<file path="config.mk">
export PLATFORM = sky130hd
export DESIGN_NAME = particulate_frame_accumulator_flat
export DESIGN_NICKNAME = d
export VERILOG_FILES = /design/src/rtl/pfa_pkg.sv /design/src/rtl/pfa_ifs.sv /design/src/rtl/particulate_frame_accumulator.sv /design/src/rtl/pfa_ram.sv /design/src/flat_wrapper.sv
export VERILOG_INCLUDE_DIRS = /design/src /design/src/rtl
export SDC_FILE = /design/constraint.sdc
export NUM_CORES = 1
export LEC_CHECK = 0
export BUFFER_PORTS_ARGS = -buffer_cell sky130_fd_sc_hd__clkbuf_2
export CAP_MARGIN = 10
export CORE_ASPECT_RATIO = 0.9
export CORE_UTILIZATION = 40
export CTS_CLUSTER_SIZE = 14
export DETAILED_ROUTE_END_ITERATION = 6
export SLEW_MARGIN = 20
export SYNTH_ARGS = -nofsm -noshare
export SYNTH_HDL_FRONTEND = slang
export SYNTH_HIERARCHICAL = 1
export SYNTH_SLANG_ARGS = --single-unit
</file>
<file path="constraint.sdc">
create_clock -name i_clk -period 12.05 [get_ports i_clk]
set_clock_uncertainty 0.05 [all_clocks]
set_input_delay 0.6025 -clock i_clk [delete_from_list [all_inputs] [get_ports i_clk]]
set_output_delay 0.6025 -clock i_clk [all_outputs]
set_load 0.005 [all_outputs]
</file>
<file path="src/rtl/particulate_frame_accumulator_macros.svh">
`ifndef PARTICULATE_FRAME_ACCUMULATOR_MACROS_SVH
`define PARTICULATE_FRAME_ACCUMULATOR_MACROS_SVH
`ifndef SYNTHESIS
`define PFA_ASSERT(lbl, prop, msg) \
    lbl: assert property (@(posedge i_clk) disable iff (!i_rst_n) (prop)) else $error(msg);
`define PFA_ASSERT_NEXT(lbl, ante, cons, msg) \
    lbl: assert property (@(posedge i_clk) disable iff (!i_rst_n) (ante) |=> (cons)) \
        else $error(msg);
`else
`define PFA_ASSERT(lbl, prop, msg)
`define PFA_ASSERT_NEXT(lbl, ante, cons, msg)
`endif
`endif

</file>
<file path="src/rtl/pfa_pkg.sv">
package pfa_pkg;

    localparam logic [15:0] HEADER_WORD = 16'h4d42;
    localparam logic [7:0]  HDR_FIRST   = HEADER_WORD[7:0];
    localparam logic [7:0]  HDR_SECOND  = HEADER_WORD[15:8];

    localparam logic OP_BYTE     = 1'b0;
    localparam logic OP_REPORT   = 1'b1;
    localparam logic KIND_STATUS = 1'b0;
    localparam logic KIND_REPORT = 1'b1;

    typedef enum logic [1:0] {
        STS_OK      = 2'd0,
        STS_BAD_HDR = 2'd1,
        STS_BAD_LEN = 2'd2,
        STS_BAD_CHK = 2'd3
    } t_status;

    typedef enum logic [2:0] {
        ST_IDLE,
        ST_ACC_RD,
        ST_ACC_WR,
        ST_EMIT,
        ST_REP_RD,
        ST_REP_WAIT
    } t_state;

    typedef struct packed {
        logic        kind;
        t_status     status;
        logic [3:0]  field_index;
        logic [31:0] sum;
        logic [15:0] frame_count;
        logic        last;
    } t_result;

endpackage

</file>
<file path="src/rtl/pfa_ifs.sv">
interface pfa_in_if;
    logic       valid;
    logic       ready;
    logic       operation;
    logic [7:0] data_byte;

    modport source (output valid, operation, data_byte, input ready);
    modport sink (input valid, operation, data_byte, output ready);
endinterface

interface pfa_out_if;
    logic        valid;
    logic        ready;
    logic        kind;
    logic [1:0]  status;
    logic [3:0]  field_index;
    logic [31:0] sum;
    logic [15:0] frame_count;
    logic        last;

    modport source (output valid, kind, status, field_index, sum, frame_count, last,
                    input ready);
    modport sink (input valid, kind, status, field_index, sum, frame_count, last,
                  output ready);
endinterface

</file>
<file path="src/rtl/particulate_frame_accumulator.sv">
// channel   dir  payload                                          role
// i_in      in   operation, data_byte                             sensor bytes, report request
// o_out     out  kind, status, field_index, sum, frame_count, last  frame status, sum report
//
// a byte that causes no result leaves the parser in ST_IDLE; a byte that ends in an error status passes through ST_EMIT
// a good frame folds its readings through the two rams, ST_ACC_RD then ST_ACC_WR per reading;
// ST_EMIT then registers its status, and i_in is ready again once back in ST_IDLE
// a report reads the sum ram entries in turn, ST_REP_RD then ST_REP_WAIT per entry
// i_rst_n clears parser, count and sum valid bits at once; no clearing pass
// the output register holds a result under stall and the sequencer waits behind it
`include "particulate_frame_accumulator_macros.svh"

module particulate_frame_accumulator
    import pfa_pkg::*;
#(
    parameter int DATA_WORDS = 12,
    parameter int SUM_WIDTH  = 32
) (
    input  logic      i_clk,
    input  logic      i_rst_n,
    pfa_in_if.sink    i_in,
    pfa_out_if.source o_out
);

    localparam int IDX_W     = (DATA_WORDS > 1) ? $clog2(DATA_WORDS) : 1;
    localparam int POS_W     = $clog2(2 * DATA_WORDS + 8);
    localparam int SUM_EXT_W = SUM_WIDTH + 1;

    localparam logic [IDX_W-1:0] LAST_IDX   = IDX_W'(DATA_WORDS - 1);
    localparam logic [POS_W-1:0] CHK_HI_POS = POS_W'(2 * DATA_WORDS + 6);
    localparam logic [POS_W-1:0] CHK_LO_POS = POS_W'(2 * DATA_WORDS + 7);
    localparam logic [POS_W-1:0] WORDS_POS  = POS_W'(DATA_WORDS);
    localparam logic [15:0]      LEN_VALUE  = 16'(2 * DATA_WORDS + 4);

    t_state                r_state, n_state;
    logic [POS_W-1:0]      r_pos, n_pos;
    logic [15:0]           r_cs, n_cs;
    logic [7:0]            r_held, n_held;
    logic [IDX_W-1:0]      r_idx, n_idx;
    logic [15:0]           r_good, n_good;
    logic [DATA_WORDS-1:0] r_sum_vld, n_sum_vld;
    t_status               r_pend, n_pend;
    logic                  r_out_valid, n_out_valid;
    t_result               r_out, n_out;

    logic                  rdg_wr_en;
    logic [IDX_W-1:0]      rdg_wr_addr;
    logic [15:0]           rdg_rd_data;
    logic                  rdg_rd_en;
    logic                  sum_wr_en;
    logic [SUM_WIDTH-1:0]  sum_wr_data;
    logic                  sum_rd_en;
    logic [SUM_WIDTH-1:0]  sum_rd_data;

    logic                  in_xfer;
    logic                  out_free;
    logic [7:0]            in_byte;
    logic [15:0]           word;
    logic [POS_W-1:0]      word_slot;
    logic [SUM_WIDTH-1:0]  sum_cur;
    logic [SUM_EXT_W-1:0]  sum_ext;

    pfa_ram #(
        .WIDTH (16),
        .DEPTH (DATA_WORDS)
    ) u_readings (
        .i_clk     (i_clk),
        .i_wr_en   (rdg_wr_en),
        .i_wr_addr (rdg_wr_addr),
        .i_wr_data (word),
        .i_rd_en   (rdg_rd_en),
        .i_rd_addr (r_idx),
        .o_rd_data (rdg_rd_data)
    );

    pfa_ram #(
        .WIDTH (SUM_WIDTH),
        .DEPTH (DATA_WORDS)
    ) u_sums (
        .i_clk     (i_clk),
        .i_wr_en   (sum_wr_en),
        .i_wr_addr (r_idx),
        .i_wr_data (sum_wr_data),
        .i_rd_en   (sum_rd_en),
        .i_rd_addr (r_idx),
        .o_rd_data (sum_rd_data)
    );

    assign i_in.ready = (r_state == ST_IDLE);
    assign in_xfer    = i_in.valid && i_in.ready;
    assign out_free   = !r_out_valid || o_out.ready;
    assign in_byte    = i_in.data_byte;
    assign word       = {r_held, in_byte};
    assign word_slot  = (r_pos - POS_W'(4)) >> 1;

    // never-written sums read as zero
    assign sum_cur     = r_sum_vld[r_idx] ? sum_rd_data : '0;
    assign sum_ext     = {1'b0, sum_cur} + SUM_EXT_W'(rdg_rd_data);
    assign sum_wr_data = sum_ext[SUM_WIDTH] ? '1 : sum_ext[SUM_WIDTH-1:0];

    always_comb begin
        n_state     = r_state;
        n_pos       = r_pos;
        n_cs        = r_cs;
        n_held      = r_held;
        n_idx       = r_idx;
        n_good      = r_good;
        n_sum_vld   = r_sum_vld;
        n_pend      = r_pend;
        n_out_valid = r_out_valid && !o_out.ready;
        n_out       = r_out;
        rdg_wr_en   = 1'b0;
        rdg_wr_addr = word_slot[IDX_W-1:0];
        rdg_rd_en   = 1'b0;
        sum_wr_en   = 1'b0;
        sum_rd_en   = 1'b0;

        unique case (r_state)
            ST_IDLE: begin
                if (in_xfer && i_in.operation == OP_REPORT) begin
                    n_idx   = '0;
                    n_state = ST_REP_RD;
                end else if (in_xfer) begin
                    priority if (r_pos == '0) begin
                        if (in_byte == HDR_FIRST) begin
                            n_cs  = {8'h00, in_byte};
                            n_pos = POS_W'(1);
                        end
                    end else if (r_pos == POS_W'(1)) begin
                        if (in_byte == HDR_SECOND) begin
                            n_cs  = r_cs + {8'h00, in_byte};
                            n_pos = POS_W'(2);
                        end else begin
                            n_pos   = '0;
                            n_pend  = STS_BAD_HDR;
                            n_state = ST_EMIT;
                        end
                    end else if (r_pos == POS_W'(2)) begin
                        n_held = in_byte;
                        n_cs   = r_cs + {8'h00, in_byte};
                        n_pos  = POS_W'(3);
                    end else if (r_pos == POS_W'(3)) begin
                        n_cs = r_cs + {8'h00, in_byte};
                        if (word != LEN_VALUE) begin
                            n_pos   = '0;
                            n_pend  = STS_BAD_LEN;
                            n_state = ST_EMIT;
                        end else begin
                            n_pos = POS_W'(4);
                        end
                    end else if (r_pos < CHK_HI_POS) begin
                        n_cs  = r_cs + {8'h00, in_byte};
                        n_pos = r_pos + POS_W'(1);
                        if (!r_pos[0]) begin
                            n_held = in_byte;
                        end else if (word_slot < WORDS_POS) begin
                            rdg_wr_en = 1'b1;
                        end
                    end else if (r_pos == CHK_HI_POS) begin
                        n_held = in_byte;
                        n_pos  = r_pos + POS_W'(1);
                    end else if (r_pos == CHK_LO_POS) begin
                        n_pos = '0;
                        if (word != r_cs) begin
                            n_pend  = STS_BAD_CHK;
                            n_state = ST_EMIT;
                        end else begin
                            n_idx   = '0;
                            n_state = ST_ACC_RD;
                        end
                    end else begin
                        n_pos = '0;
                    end
                end
            end
            ST_ACC_RD: begin
                rdg_rd_en = 1'b1;
                sum_rd_en = 1'b1;
                n_state   = ST_ACC_WR;
            end
            ST_ACC_WR: begin
                sum_wr_en        = 1'b1;
                n_sum_vld[r_idx] = 1'b1;
                if (r_idx == LAST_IDX) begin
                    if (r_good != 16'hffff) begin
                        n_good = r_good + 16'd1;
                    end
                    n_pend  = STS_OK;
                    n_state = ST_EMIT;
                end else begin
                    n_idx   = r_idx + IDX_W'(1);
                    n_state = ST_ACC_RD;
                end
            end
            ST_EMIT: begin
                if (out_free) begin
                    n_out_valid       = 1'b1;
                    n_out.kind        = KIND_STATUS;
                    n_out.status      = r_pend;
                    n_out.field_index = '0;
                    n_out.sum         = '0;
                    n_out.frame_count = r_good;
                    n_out.last        = 1'b1;
                    n_state           = ST_IDLE;
                end
            end
            ST_REP_RD: begin
                sum_rd_en = 1'b1;
                n_state   = ST_REP_WAIT;
            end
            ST_REP_WAIT: begin
                if (out_free) begin
                    n_out_valid       = 1'b1;
                    n_out.kind        = KIND_REPORT;
                    n_out.status      = STS_OK;
                    n_out.field_index = 4'(r_idx);
                    n_out.sum         = 32'(sum_cur);
                    n_out.frame_count = r_good;
                    n_out.last        = (r_idx == LAST_IDX);
                    if (r_idx == LAST_IDX) begin
                        n_sum_vld = '0;
                        n_good    = '0;
                        n_state   = ST_IDLE;
                    end else begin
                        n_idx   = r_idx + IDX_W'(1);
                        n_state = ST_REP_RD;
                    end
                end
            end
            default: begin
                n_state = ST_IDLE;
            end
        endcase
    end

    always_ff @(posedge i_clk) begin
        if (!i_rst_n) begin
            r_state     <= ST_IDLE;
            r_pos       <= '0;
            r_cs        <= '0;
            r_idx       <= '0;
            r_good      <= '0;
            r_sum_vld   <= '0;
            r_pend      <= STS_OK;
            r_out_valid <= 1'b0;
        end else begin
            r_state     <= n_state;
            r_pos       <= n_pos;
            r_cs        <= n_cs;
            r_idx       <= n_idx;
            r_good      <= n_good;
            r_sum_vld   <= n_sum_vld;
            r_pend      <= n_pend;
            r_out_valid <= n_out_valid;
        end
        r_held <= n_held;
        r_out  <= n_out;
    end

    assign o_out.valid       = r_out_valid;
    assign o_out.kind        = r_out.kind;
    assign o_out.status      = r_out.status;
    assign o_out.field_index = r_out.field_index;
    assign o_out.sum         = r_out.sum;
    assign o_out.frame_count = r_out.frame_count;
    assign o_out.last        = r_out.last;

    `PFA_ASSERT(a_pos_range, r_pos <= CHK_LO_POS, "byte position beyond checksum")
    `PFA_ASSERT(a_status_shape,
        !(o_out.valid && o_out.kind == KIND_STATUS) ||
        (o_out.last && o_out.sum == 32'd0 && o_out.field_index == 4'd0),
        "malformed status result")
    `PFA_ASSERT_NEXT(a_report_clear,
        r_state == ST_REP_WAIT && out_free && r_idx == LAST_IDX,
        r_good == 16'd0 && r_sum_vld == '0,
        "sums not cleared after report")

endmodule

</file>
<file path="src/rtl/pfa_ram.sv">
module pfa_ram #(
    parameter int WIDTH = 16,
    parameter int DEPTH = 12
) (
    input  logic                                  i_clk,
    input  logic                                  i_wr_en,
    input  logic [(DEPTH > 1 ? $clog2(DEPTH) : 1)-1:0] i_wr_addr,
    input  logic [WIDTH-1:0]                      i_wr_data,
    input  logic                                  i_rd_en,
    input  logic [(DEPTH > 1 ? $clog2(DEPTH) : 1)-1:0] i_rd_addr,
    output logic [WIDTH-1:0]                      o_rd_data
);

    logic [WIDTH-1:0] r_mem [DEPTH];
    logic [WIDTH-1:0] r_rd_data;

    always_ff @(posedge i_clk) begin
        if (i_wr_en) begin
            r_mem[i_wr_addr] <= i_wr_data;
        end
        if (i_rd_en) begin
            r_rd_data <= r_mem[i_rd_addr];
        end
    end

    assign o_rd_data = r_rd_data;

endmodule
</file>
<file path="src/flat_wrapper.sv">
// flat-port wrapper written by rule: the top's interface ports become plain ports
module particulate_frame_accumulator_flat import pfa_pkg::*;
#(
    parameter int DATA_WORDS = 12,
    parameter int SUM_WIDTH  = 32
)
  (i_clk, i_rst_n, i_in_valid, i_in_operation, i_in_data_byte, i_in_ready, o_out_valid, o_out_kind, o_out_status, o_out_field_index, o_out_sum, o_out_frame_count, o_out_last, o_out_ready);
  pfa_in_if i_in_i ();
  pfa_out_if o_out_i ();
  input  logic i_clk;
  input  logic i_rst_n;
  input wire logic [$bits(i_in_i.valid)-1:0] i_in_valid;
  input wire logic [$bits(i_in_i.operation)-1:0] i_in_operation;
  input wire logic [$bits(i_in_i.data_byte)-1:0] i_in_data_byte;
  output wire logic [$bits(i_in_i.ready)-1:0] i_in_ready;
  output wire logic [$bits(o_out_i.valid)-1:0] o_out_valid;
  output wire logic [$bits(o_out_i.kind)-1:0] o_out_kind;
  output wire logic [$bits(o_out_i.status)-1:0] o_out_status;
  output wire logic [$bits(o_out_i.field_index)-1:0] o_out_field_index;
  output wire logic [$bits(o_out_i.sum)-1:0] o_out_sum;
  output wire logic [$bits(o_out_i.frame_count)-1:0] o_out_frame_count;
  output wire logic [$bits(o_out_i.last)-1:0] o_out_last;
  input wire logic [$bits(o_out_i.ready)-1:0] o_out_ready;
  assign i_in_i.valid = i_in_valid;
  assign i_in_i.operation = i_in_operation;
  assign i_in_i.data_byte = i_in_data_byte;
  assign i_in_ready = i_in_i.ready;
  assign o_out_valid = o_out_i.valid;
  assign o_out_kind = o_out_i.kind;
  assign o_out_status = o_out_i.status;
  assign o_out_field_index = o_out_i.field_index;
  assign o_out_sum = o_out_i.sum;
  assign o_out_frame_count = o_out_i.frame_count;
  assign o_out_last = o_out_i.last;
  assign o_out_i.ready = o_out_ready;
  particulate_frame_accumulator #(.DATA_WORDS(DATA_WORDS), .SUM_WIDTH(SUM_WIDTH)) u_core (.i_clk(i_clk), .i_rst_n(i_rst_n), .i_in(i_in_i), .o_out(o_out_i));
endmodule
</file>
# Word-level counts from Yosys, hierarchy flattened
# Memories as Yosys holds them, arrays and structs flattened. A register that Yosys moved wholly into a read port is not among the register bits.
# Cells that the tools add are included.
# W data, S select, Z words.
dict set report totals {
  mem_bits_rw 576
  reg_bits 123
  n_memories 2
  wordCells 208
  out_inout_bits 58
  input_bits 13
}
dict set report op_classes {
  reduce_logical 26
  bitwise 4
  order_cmp 4
  n_addsub 6
  eq_ne 50
  n_mux 101
}
# name words width read_ports rd_clocked_by_memory_dff wr line
set memory_table {}
lappend memory_table {u_core.u_sums.r_mem 12 32 1 1 1 pfa_ram.sv:14} ;# logic [WIDTH-1:0] r_mem [DEPTH];
lappend memory_table {u_core.u_readings.r_mem 12 16 1 1 1 pfa_ram.sv:14}
# cell count
set ops {}
lappend ops {{$mux W16} 11}
lappend ops {{$mux W56} 2}
lappend ops {{$pmux W56 S2} 1}
lappend ops {{$mux W32} 2}
lappend ops {{$mux W4} 12}
lappend ops {{$mux W3} 15}
lappend ops {{$mux W8} 5}
lappend ops {{$ne A3 B3 Y1 const B} 12}
lappend ops {{$mux W5} 7}
lappend ops {{$add A32 B16 Y33} 1}
lappend ops {{$mux W2} 16}
lappend ops {{$pmux W16 S2} 1}
lappend ops {{$ne A4 B4 Y1 const B} 7}
lappend ops {{$mux W12} 2}
lappend ops {{$pmux W12 S2} 1}
lappend ops {{$mux W1} 21}
lappend ops {{$ne A5 B5 Y1 const B} 4}
lappend ops {{$pmux W3 S6} 1}
lappend ops {{$add A16 B1 Y16 const B} 1}
lappend ops {{$add A16 B8 Y16} 1}
lappend ops {{$eq A8 B7 Y1 const B} 2}
lappend ops {{$ne A16 B16 Y1} 1}
lappend ops {{$ne A16 B16 Y1 const B} 1}
lappend ops {{$ne A16 B5 Y1 const B} 1}
lappend ops {{other kinds (40)} 63}

# Logic depth before layout (Yosys ltp)
dict set report logic_depth {
  depth_word 14
  depth_mapped 16
  ltp_nobuf 13
}

# Hierarchy
# Netlist, hierarchy kept.
# mod area_per_inst_um2 seq_area_each_um2 cells_per_inst n_inst
set modules_own_cells {}
lappend modules_own_cells {{pfa_ram at u_core.u_sums} 15493.6 12492.0 664 1}
lappend modules_own_cells {{pfa_ram at u_core.u_readings} 7770.0 6246.0 342 1}
lappend modules_own_cells {particulate_frame_accumulator 7158.1 3103.0 768 1}

# Worst setup path before layout
# Ideal clock, no wire load.
dict set report synth_timing {
  path_kind {register to register}
  startpoint {register u_core.r_idx[0]}
  endpoint {memory u_core/u_sums/r_mem[0][22] in the netlist's numbering (data pin)}
  path_slack_ns 7.479
  required_ns 11.646
  synth_period_minus_slack_ns 4.571
  path_stages_with_launch 17
  arrival_time_ns 4.167
  path_cell_list {dfxtp_1 -> clkbuf_1 -> mux4_2 -> mux2i_1 -> o21ai_1 -> clkbuf_1 -> and2_1 -> ha_1 -> fa_1 -> a211oi_1 -> o21bai_1 -> a21oi_1 -> o211ai_1 -> nand4_1 -> buf_2 -> clkbuf_1 -> o21ai_0}
}
dict set report synth_between {
  elab_chain_cells 5
}
# element line
set synth_rtl {}
lappend synth_rtl {{start, declared} particulate_frame_accumulator.sv:39} ;# logic [IDX_W-1:0] r_idx, n_idx;
lappend synth_rtl {{start signal, assigned} particulate_frame_accumulator.sv:250} ;# r_idx <= n_idx;
lappend synth_rtl {{$bmux W1 S4} particulate_frame_accumulator.sv:97} ;# assign sum_cur = r_sum_vld[r_idx] ? sum_rd_data : '0;
lappend synth_rtl {{$mux W1 (implied by the code)} particulate_frame_accumulator.sv:97}
lappend synth_rtl {{$mux W32} particulate_frame_accumulator.sv:97}
lappend synth_rtl {{named net u_core.sum_cur[0]} particulate_frame_accumulator.sv:60} ;# logic [SUM_WIDTH-1:0] sum_cur;
lappend synth_rtl {{$add A32 B16 Y33} particulate_frame_accumulator.sv:98} ;# assign sum_ext = {1'b0, sum_cur} + SUM_EXT_W'(rdg_rd_data);
lappend synth_rtl {{$mux W32} particulate_frame_accumulator.sv:99} ;# assign sum_wr_data = sum_ext[SUM_WIDTH] ? '1 : sum_ext[SUM_WIDTH-1:0];
lappend synth_rtl {{named net u_core.sum_wr_data[22]} particulate_frame_accumulator.sv:51} ;# logic [SUM_WIDTH-1:0] sum_wr_data;
lappend synth_rtl {{end, declared} pfa_ram.sv:14}
# The timed path passes the listed nets, and every way through them passes these cells. The select of a mux whose other input is x is not followed.

# Final worst setup path
dict set report layout_timing {
  startpoint {register u_core.r_idx[0]}
  endpoint {memory u_core/u_sums/r_mem[0][25] in the netlist's numbering (data pin)}
}
# The elaborated chain is that of the path after synthesis.

==> impl_results.md <==
- WL/cell: 23.9 um
- Hold path startpoint: i_in_valid
- Share of cells above drive strength 1: 18.5%
- Largest net degree at the start of global routing: 59
- Remaining DRCs: 0
- TritonCTS clock tree: yes
- Post-Synth Simple-Gate Area: 6.37%
- Skew-Pair Late Insertion Delay: a little over 600 ps
- R2R setup slack: 5920 ps
- Hold Fails Final Rpt: 0
- CTS root buf: clkbuf_16
- Row cnt: between 90 and 100
- Final ANT Viol Nets: 0
- Max cap viols: 0
- 1st-pass router iterations: 5
- FF-to-FF path depth: 14
- Layout Utilization: 46.2%
- Synth unique cells: 67
- I/O pins: just over 70
- Reg2Reg Launch Point: u_core/r_idx[0]
- Nets: ~1.9k
- Synth Area in Compound Gates: 5.95%
- Max FO, Critical Path: 53
- Core footprint: between 70000 and 80000 um^2
- Post-synthesis mux area share: 10.7%
- Most frequent cell after synthesis: edfxtp_1
- Initial drt markers: roughly 1.6k
- Via density: around 5.6
- Post-synth top cells: 688 x edfxtp_1, 101 x mux2i_1, 96 x mux4_2, 96 x nor2_1, 71 x nand2_1
- Number of enable flip-flop cells after synthesis: 688
- Post-Synth XOR/XNOR Area: 1.64%
- Max Freq: 163 MHz
- Die Wd: 293 um
- Final GP Congestion: 0.821
- Kind of critical path: reg -> reg
- Yosys top cell area share: between 60 and 70%
- Antenna violations before repair: 3
- Async SR Flop Fraction: 0%
- Final cell count without fillers: between 2k and 3k
- Sequential fraction of the synthesis area: a little under three quarters
- CTS Buf Count: 78
- Final Setup Violations: 0
- Cells after Synth: 1774
- Vias in the first global route: 16.5k
- Die Ht: ~260 um
- Final WL: slightly above 70000 um
- Tightest Pin Transition: 1130 ps
- Top post-synthesis cells by area: edfxtp_1 68%, mux4_2 7.1%, dfxtp_1 3.9%
- Unrepaired setup endpoints after global routing: false
- Max IR drop VDD: 0.0951 mV
- Syn avg cell area: ~17 um^2
- Critical Path RT: 12200 ps
- Synth Flop Type: edfxtp_1
- Global route overflow: 0
- Net Count, Synth: 1826
- #FFs+latches synth: ~750
- Mapped Area: 30400 um^2
- Pwr per Cell Area: around 170 nW/um^2
- Hold Path Depth: 3
- HPWL Detailed: around 40000 um
- Leakage: 10.9 nW
- Hold Path Class: in -> reg
- Post-Place Worst Slack: 5890 ps
- Hold EP: u_core/r_state[1]
- H-Tree Depth: 3
- Status: finished clean
- Initial core utilization: between 40% and 50%
- Final Cell Area: roughly 35000 um^2
- Biggest area consumer among synthesized cells: edfxtp_1
- RR Endpoint: u_core/u_sums/r_mem[0][25]
- Number of setup buffers added after CTS: 0
- P&R area growth vs syn: 13.9%
- Clock buffer depth: 3
- Crit path DAT: 6270 ps
- DP Cell Count: 2821
- Gr usage total: 18.5%
- First-pass GRT wire length: 106000 um
- Post-synthesis adder-cell area fraction: about 1.7%
- Rel. slew slack: 24.9%
- Largest family of logic cells by synthesized area: multiplexers
- Final setup margin: 5920 ps
- Vias after detailed routing: 16.7k
- Pwr Total: 5.72 mW
- Hold Buf Count CTS: 0
- Syn. warnings: 6
- Clock slew at reported path FFs: ~60 ps
- Slew Limit Fails: 0
- Tcrit/Tclk final: 50.8%
- Post_cts resized: 0
- Fillcell total: 6337
- Placement Cell Area: 32100 um^2
- Die area: 77200 um^2
- Critical path launch point type: flip-flop
- CP endpoint kind: flip-flop
- IO buf count: 70
- Fin crit period: 6130 ps
- Clock tree sinks: 747
- Fin Hold WS: 349 ps
- Final setup TNS: 0 ps
## critical path, cell delays in order (launching register included)
cell and delay [ps]:
dfxtp_4 800, mux4_2 590, mux2i_1 300, o21ai_4 70
buf_4 310, and2_1 250, ha_1 200, fa_1 420
a211oi_1 330, o21bai_1 170, a21oi_1 280, o211ai_1 380
nand4_1 560, buf_4 440, o21ai_0 480
## layout by cell type, fill, tap and decap left out, types with 10 or more instances in the layout
| cell type | count |
|---|---|
| a211oi_1 | 11 |
| a21oi_1 | 48 |
| a22oi_1 | 46 |
| and2_1 | 21 |
| and3_1 | 43 |
| buf_4 | 38 |
| clkbuf_1 | 15 |
| clkbuf_16 | 79 |
| clkbuf_2 | 70 |
| clkinv_1 | 17 |
| dfxtp_1 | 57 |
| edfxtp_1 | 688 |
| ha_1 | 37 |
| inv_1 | 32 |
| mux2i_1 | 101 |
| mux4_2 | 96 |
| nand2_1 | 71 |
| nand2b_1 | 15 |
| nand3_1 | 22 |
| nand3b_1 | 10 |
| nand4_1 | 15 |
| nor2_1 | 83 |
| nor2_4 | 12 |
| nor3_1 | 17 |
| nor4_1 | 10 |
| o21ai_0 | 27 |
| o221ai_1 | 45 |
| xnor2_1 | 43 |
| xor2_1 | 14 |
## power by group
part | total [mW] | internal, mW | switching, mW
Clock | 2.39 | 1.41 | 0.981
Sequential | 2.97 | 2.93 | 0.0404
Combinational | 0.360 | 0.128 | 0.232
## sequential cells by signal (all words and copies together) (netlist names)
register / count
u_core/o_out.field_index: 4
u_core/o_out.frame_count: 16
u_core/o_out.kind: 1
u_core/o_out.last: 1
u_core/o_out.status: 2
u_core/o_out.sum: 32
u_core/o_out.valid: 1
u_core/r_cs: 16
u_core/r_good: 16
u_core/r_held: 8
u_core/r_idx: 4
u_core/r_pend: 2
u_core/r_pos: 5
u_core/r_state: 3
u_core/r_sum_vld: 12
u_core/u_readings/o_rd_data: 16
u_core/u_readings/r_mem: 192
u_core/u_sums/o_rd_data: 32
u_core/u_sums/r_mem: 384
## cell families after synthesis
kind of cell,Yosys count
fa+ha+maj,39
buf+inv,111
compound gates,249
simple gates,371
mux,200
flops,747
xor+xnor,57
## worst max-delay path by stage
stage,startpoint,endpoint,slack [ps]
floorplan,u_core/r_idx[0],u_core/u_sums/r_mem[0][22],7480
CTS,u_core/r_idx[0],u_core/u_sums/r_mem[0][18],5860
finish,u_core/r_idx[0],u_core/u_sums/r_mem[0][25],5920
global placement,u_core/r_idx[0],u_core/u_sums/r_mem[4][20],6000
detailed placement,u_core/r_idx[0],u_core/u_sums/r_mem[6][21],5890
global route,u_core/r_idx[0],u_core/u_sums/r_mem[8][26],5470
## cell type report
type / instances / area [um^2] / area share [%]
clock inverters: 48 / 524 / 1.51
diodes: 2 / 5.00 / 0.0144
repair buffers: 110 / 666 / 1.92
flip-flops and latches: 747 / 21800 / 63.0
inverters: 32 / 120 / 0.347
well taps: 1018 / 1270 / 3.67
multi-input cells: 916 / 8190 / 23.6
clock buffers: 94 / 2030 / 5.87
## metal layers
metal	part of all wire, %	global-route usage [%]	routed length (um)
met1	44	26.8	31500
met2	47	28.9	33100
met3	6.9	3.07	4910
met4	2.1	5.24	1480
met5	0	0	0
(Power assumes the default switching activity.)
